`src/hdl/sqe_pkg.sv`:
```
// Shared types and constants of the stack/queue engine.
`default_nettype none
package sqe_pkg;

  localparam int STORE_DEPTH = 64;
  localparam int VAL_W       = 32;
  localparam int IDX_W       = $clog2(STORE_DEPTH);
  localparam int COUNT_W     = $clog2(STORE_DEPTH + 1);
  localparam int SWAP_MIN    = 2;

  localparam logic [2:0] OP_PUSH  = 3'd0;
  localparam logic [2:0] OP_PRINT = 3'd1;
  localparam logic [2:0] OP_PEEK  = 3'd2;
  localparam logic [2:0] OP_POP   = 3'd3;
  localparam logic [2:0] OP_SWAP  = 3'd4;

  localparam logic [2:0] ST_OK         = 3'd0;
  localparam logic [2:0] ST_PEEK_EMPTY = 3'd1;
  localparam logic [2:0] ST_POP_EMPTY  = 3'd2;
  localparam logic [2:0] ST_SWAP_SHORT = 3'd3;
  localparam logic [2:0] ST_PUSH_FULL  = 3'd4;

  typedef struct packed {
    logic [2:0]              opcode;
    logic signed [VAL_W-1:0] push_value;
  } in_item_t;

  typedef struct packed {
    logic signed [VAL_W-1:0] data_out;
    logic [2:0]              status;
    logic                    has_data;
    logic                    last;
  } out_item_t;

  typedef enum logic [2:0] {
    CELL_HOLD,
    CELL_SHIFT_DN,
    CELL_SHIFT_UP,
    CELL_LOAD,
    CELL_SWAP,
    CELL_ROTATE
  } cell_op_t;

  typedef struct packed {
    cell_op_t         op;
    logic [IDX_W-1:0] sel;
  } cell_ctl_t;

endpackage
`default_nettype wire

```
`src/hdl/sqe_cell.sv`:
```
// One storage cell of the element chain.
`default_nettype none
module sqe_cell
  import sqe_pkg::*;
(
  input  wire logic             clk,
  input  wire logic [IDX_W-1:0] cell_idx,
  input  wire cell_ctl_t        ctl,
  input  wire logic [VAL_W-1:0] prev_val,
  input  wire logic [VAL_W-1:0] next_val,
  input  wire logic [VAL_W-1:0] head_val,
  input  wire logic [VAL_W-1:0] push_val,
  output logic      [VAL_W-1:0] val
);

  logic [VAL_W-1:0] val_r;
  logic [VAL_W-1:0] val_nxt;

  always_comb begin
    val_nxt = val_r;
    case (ctl.op)
      CELL_SHIFT_DN: val_nxt = prev_val;
      CELL_SHIFT_UP: val_nxt = next_val;
      CELL_LOAD: begin
        if (cell_idx == ctl.sel) val_nxt = push_val;
      end
      CELL_SWAP: begin
        if (cell_idx == IDX_W'(0)) begin
          val_nxt = next_val;
        end else if (cell_idx == IDX_W'(1)) begin
          val_nxt = prev_val;
        end
      end
      // the tail cell wraps the head around
      CELL_ROTATE: val_nxt = (cell_idx == ctl.sel) ? head_val : next_val;
      default: val_nxt = val_r;
    endcase
  end

  always_ff @(posedge clk) begin
    val_r <= val_nxt;
  end

  assign val = val_r;

endmodule
`default_nettype wire

```
`config.mk`:
```
export PLATFORM = sky130hd
export DESIGN_NAME = sqe_cell
export DESIGN_NICKNAME = d
export VERILOG_FILES = /design/src/hdl/sqe_pkg.sv /design/src/hdl/sqe_cell.sv
export SDC_FILE = /design/constraint.sdc
export NUM_CORES = 1
export LEC_CHECK = 0
export BUFFER_PORTS_ARGS = -buffer_cell sky130_fd_sc_hd__buf_2
export CORE_ASPECT_RATIO = 0.75
export CORE_MARGIN = 8
export CORE_UTILIZATION = 25
export CTS_CLUSTER_DIAMETER = 150
export DETAILED_ROUTE_END_ITERATION = 6
export GPL_ROUTABILITY_DRIVEN = 0
export PLACE_DENSITY = 0.6
export RECOVER_POWER = 25
export SYNTH_ARGS = -nofsm -noshare
export SYNTH_HDL_FRONTEND = slang
export SYNTH_SLANG_ARGS = --single-unit
```
`constraint.sdc`:
```
create_clock -name clk -period 11.6 [get_ports clk]
set_input_delay 2.32 -clock clk [delete_from_list [all_inputs] [get_ports clk]]
set_output_delay 2.32 -clock clk [all_outputs]
set_load 0.005 [all_outputs]
```
# Yosys cells after proc, flatten, opt, wreduce, memory -nomap -nowiden
# Cells that the tools add are included.
[word_totals]
regBits = 32
in_bits = 144
output_inout_bits = 32
elab_cells = 18
[classes]
n_eq_ne = 9
n_mux = 5
reduce_logical = 3
[ops]
columns = ["operator", "count"]
rows = [
  ["$pmux W32 S5", 1],
  ["$mux W32", 4],
  ["$eq A3 B2 Y1 const B", 2],
  ["$eq A3 B3 Y1 const B", 2],
  ["$eq A6 B1 Y1 const B", 1],
  ["$eq A6 B6 Y1", 1],
  ["$logic_not A6 Y1", 1],
  ["$reduce_bool A5 Y1", 1],
  ["$eq A3 B1 Y1 const B", 1],
  ["$ne A3 B3 Y1 const B", 1],
  ["$reduce_and A3 Y1", 1],
  ["$ne A2 B2 Y1 const B", 1],
]

# Depth between registers and ports, before layout
[logic_depth]
depth_word = 4
mapped_depth = 8
depth_no_buf = 5

# Worst setup path after synthesis
# Ideal clock, no wire load.
[synth_path]
path_type = "input port to flip-flop"
start = "input ctl[4] (netlist name)"
end = "register val_r[0], in the netlist val[0] (enable)"
setup_ns = 0.470
arrival_ns = 5.486
required_ns = 11.130
slack_ns = 5.644
path_stages = 4
cell_sequence = "xor2_1 nor4_2 a21oi_1 a211oi_1"
[synth_between]
elab_chain_len = 3
[synth_lines]
columns = ["item", "line_no", "rtl"]
rows = [
  ["start, declared", "sqe_cell.sv:8", "input wire cell_ctl_t ctl,"],
  ["$eq A6 B6 Y1", "sqe_cell.sv:25", "if (cell_idx == ctl.sel) val_nxt = push_val;"],
  ["$ne A2 B2 Y1 (no line)", "-", ""],
  ["$reduce_and A3 Y1 (no line)", "-", ""],
  ["end signal, assigned", "sqe_cell.sv:41", "val_r <= val_nxt;"],
  ["end, declared", "sqe_cell.sv:16", "logic [VAL_W-1:0] val_r;"],
]
# No other way between the ends.
# A chain may end at the register's enable or synchronous reset.

# Final worst setup path
[layout_path]
start = "input ctl[6] (netlist name)"
end = "register val_r[11], in the netlist val[11], data pin"
[layout_between]
elab_chain_len = 2
word_cells_on_any_way = 6
classes_between = "eq/ne (5); mux (1)"
[layout_lines]
columns = ["item", "line_no", "rtl"]
rows = [
  ["$eq A3 B3 Y1, or another cell as far along", "sqe_cell.sv:21", "case (ctl.op)"],
  ["$pmux W32 S5 *", "sqe_cell.sv:21", ""],
  ["via val_nxt[11]", "sqe_cell.sv:17", "logic [VAL_W-1:0] val_nxt;"],
]
# Mark *: on every way through the listed nets, which the timed path passes. The rest lies on a longest branch.

==> impl_metrics.json <==
{
  "grt_overflow": 0,
  "cts_tree": "yes",
  "synth-xor-area-share_pct": 1.49,
  "area_delta_synth_final_pct": 31.5,
  "finalSetupViolations": 0,
  "startpoint_type": "input pin",
  "top_layer": "met4",
  "worstPathMaxFanout": 37,
  "via_per_inst": 5.67,
  "synthAdderAreaFrac_pct": 0.356,
  "max_freq_mhz": 213,
  "yosysMostFrequentCell": "nand4_1",
  "met1_length_um": 6340,
  "antenna_found_initial": 0,
  "p_comb_share_pct": 33.5,
  "cts_htree_levels": 2,
  "grt_pass1_vias": 4548,
  "netlist.area_leader.share_pct": 27.3,
  "rows": 37,
  "dieHeight_um": 119,
  "post-route-drc-count": 0,
  "synth.top_cells.by_count": "96 x nand4_1, 36 x clkbuf_1, 34 x nand2_1",
  "multi_input_area_mm2": 0.00228,
  "largest_reg_flops": 32,
  "async_reset_ff_share_pct": 0,
  "ctsHoldBuffers": 0,
  "holdWs_ps": 2370,
  "ctsResizeCount": 0,
  "avgSynthCellArea_um2": 8.30,
  "p_clk_share_pct": 30.3,
  "synthSimpleGateAreaFrac_pct": 23.2,
  "synthesis.area_mm2": 0.00352,
  "fp.dieW_um": 153,
  "cp.arrival_ps": 4840,
  "detail_route.wl_per_cell_um": 20.5,
  "dp_hpwl_um": 10100,
  "synth_top_flop_cell": "edfxtp_1",
  "status": "complete, no violations",
  "ys_seq_elements": 32,
  "total_power_uw": 427,
  "fin_crit_ps": 4690,
  "fin_setup_tns_ps": 0,
  "core_region_area_mm2": 0.0137,
  "hold_viol_final": 0,
  "vias": 4205,
  "crit_start": "ctl[6]",
  "p_leak_nw": 1.91,
  "path_class": "input pin to flop",
  "grt_pass1_wl_um": 23700,
  "yosysUniqueCellTypes": 30,
  "initial_utilization_pct": 25.6,
  "dr_wl_met2_um": 7120,
  "end_kind": "flop",
  "clock_sinks": 32,
  "drtIter0Drc": 339,
  "drtPass1Iterations": 5,
  "yosys-top-cells-area": "edfxtp_1 27%, nand4_1 17%, o211ai_2 11%",
  "seqCellArea_um2": 961,
  "synth_edf_count": 32,
  "diodes": 0,
  "antenna_left": 0,
  "fin_crit_sh_pct": 40.5,
  "yosysWarnings": 0,
  "utilization_pct": 33.7,
  "clk_pin_slew_ps": 60,
  "synth_top_family_by_area": "compound AO/OA/AOI/OAI gates",
  "io_pins": 176,
  "netSwitchingPower_uw": 146,
  "p_int_uw": 281,
  "relSlewSlack_pct": 25.3,
  "ir_drop_uv": 39.6,
  "worstMarginPinSlew_ps": 1120,
  "wl_met3_um": 1490,
  "cts_root_buffer": "clkbuf_16",
  "post_cts_buffers": 0,
  "p_per_area_mw_per_mm2": 92.4,
  "nNetsFinal": 711,
  "synth_cells": 424,
  "synth_top_area_cell": "edfxtp_1",
  "synth.area.mux_share_pct": 10.2,
  "hp-start": "prev_val[22]",
  "maxCapViolations": 0,
  "cts_buffers": 5,
  "ys_seq_area_share_pct": 27.3,
  "syn-num-nets": 569,
  "synth_compound_area_share_pct": 27.9,
  "cp.required_ps": 11740,
  "grt_setup_unrepaired": "false",
  "grt_util_all_layers_pct": 15.9,
  "drive_gt1_share_pct": 43.1,
  "p_sw_share_pct": 34.3,
  "pwr-share-seq_pct": 36.1,
  "hold_path_class": "input pin to flop",
  "dieArea_mm2": 0.0182,
  "clock_path_buffers": 2,
  "grt_max_degree": 50,
  "routed_wl_um": 15200,
  "finalMaxSlewViolations": 0,
  "port_buffers": 175,
  "fill_cells": 1433
}
[power by group through the flow]
stage	clock network (mW)	registers, mW	logic (mW)
after floorplan	0	0.158	0.0708
after global placement	0	0.157	0.141
after detailed placement	0	0.156	0.144
after CTS	0.133	0.155	0.144
after global routing	0.137	0.156	0.155
final	0.130	0.155	0.143
[metrics by stage]
stage	instances	area [µm²]	setup WS, ps
6_report	741	4630	6910
5_1_grt	741	4630	6730
4_1_cts	741	4650	6930
3_5_place_dp	734	4520	6650
3_3_place_gp	734	4520	6670
2_1_floorplan	424	3520	5640
[kinds of logic after synthesis]
group | count (synthesis)
DFF | 32
xor gates and xnor gates | 6
AOI/OAI and AO/OA | 132
adders and majority gates | 1
and+or+nand+nor | 140
muxes | 32
buffers and inverters | 81
[critical path, stage by stage]
cell	delay, ps
buf_2	720
nand3b_1	800
buf_4	470
a21oi_1	250
o211ai_2	140
nand4_1	120
[layout make-up]
class / count / share of cell area (%)
clock buffer: 5 / 2.70
clock inverter: 2 / 0.162
inverter: 33 / 2.68
multi-input combinational: 311 / 49.2
sequential: 32 / 20.8
tap: 175 / 4.73
timing repair buffer: 183 / 19.8
[placed cells by master (no fill, tap or decap), drive strengths merged]
| master | n |
|---|---|
| nand2 | 34 |
| xor2 | 4 |
| o21ai | 32 |
| nor2 | 1 |
| o31ai | 1 |
| nor2b | 2 |
| a21boi | 1 |
| inv | 33 |
| ha | 1 |
| edfxtp | 32 |
| xnor2 | 2 |
| nor3 | 1 |
| nor4 | 2 |
| clkinv | 2 |
| a21oi | 33 |
| a21o | 32 |
| buf | 168 |
| nor3b | 1 |
| nand3b | 1 |
| a211oi | 1 |
| clkbuf | 20 |
| mux2 | 32 |
| o211ai | 32 |
| and2 | 1 |
| nand4 | 96 |
| or4 | 1 |
[layer usage]
layer	global-route usage (%)	vias up
li1	-	1921
met1	19.3	1950
met2	27.2	301
met3	4.11	33
met4	5.06	0
met5	0	-
[worst paths after layout]
| path | depth (start not counted) | endpoint |
|---|---|---|
| setup / recovery | 6 | val[11]$_DFFE_PP_ |
| hold / removal | 3 | val[22]$_DFFE_PP_ |
No activity file was read; power rests on OpenSTA's default activity.
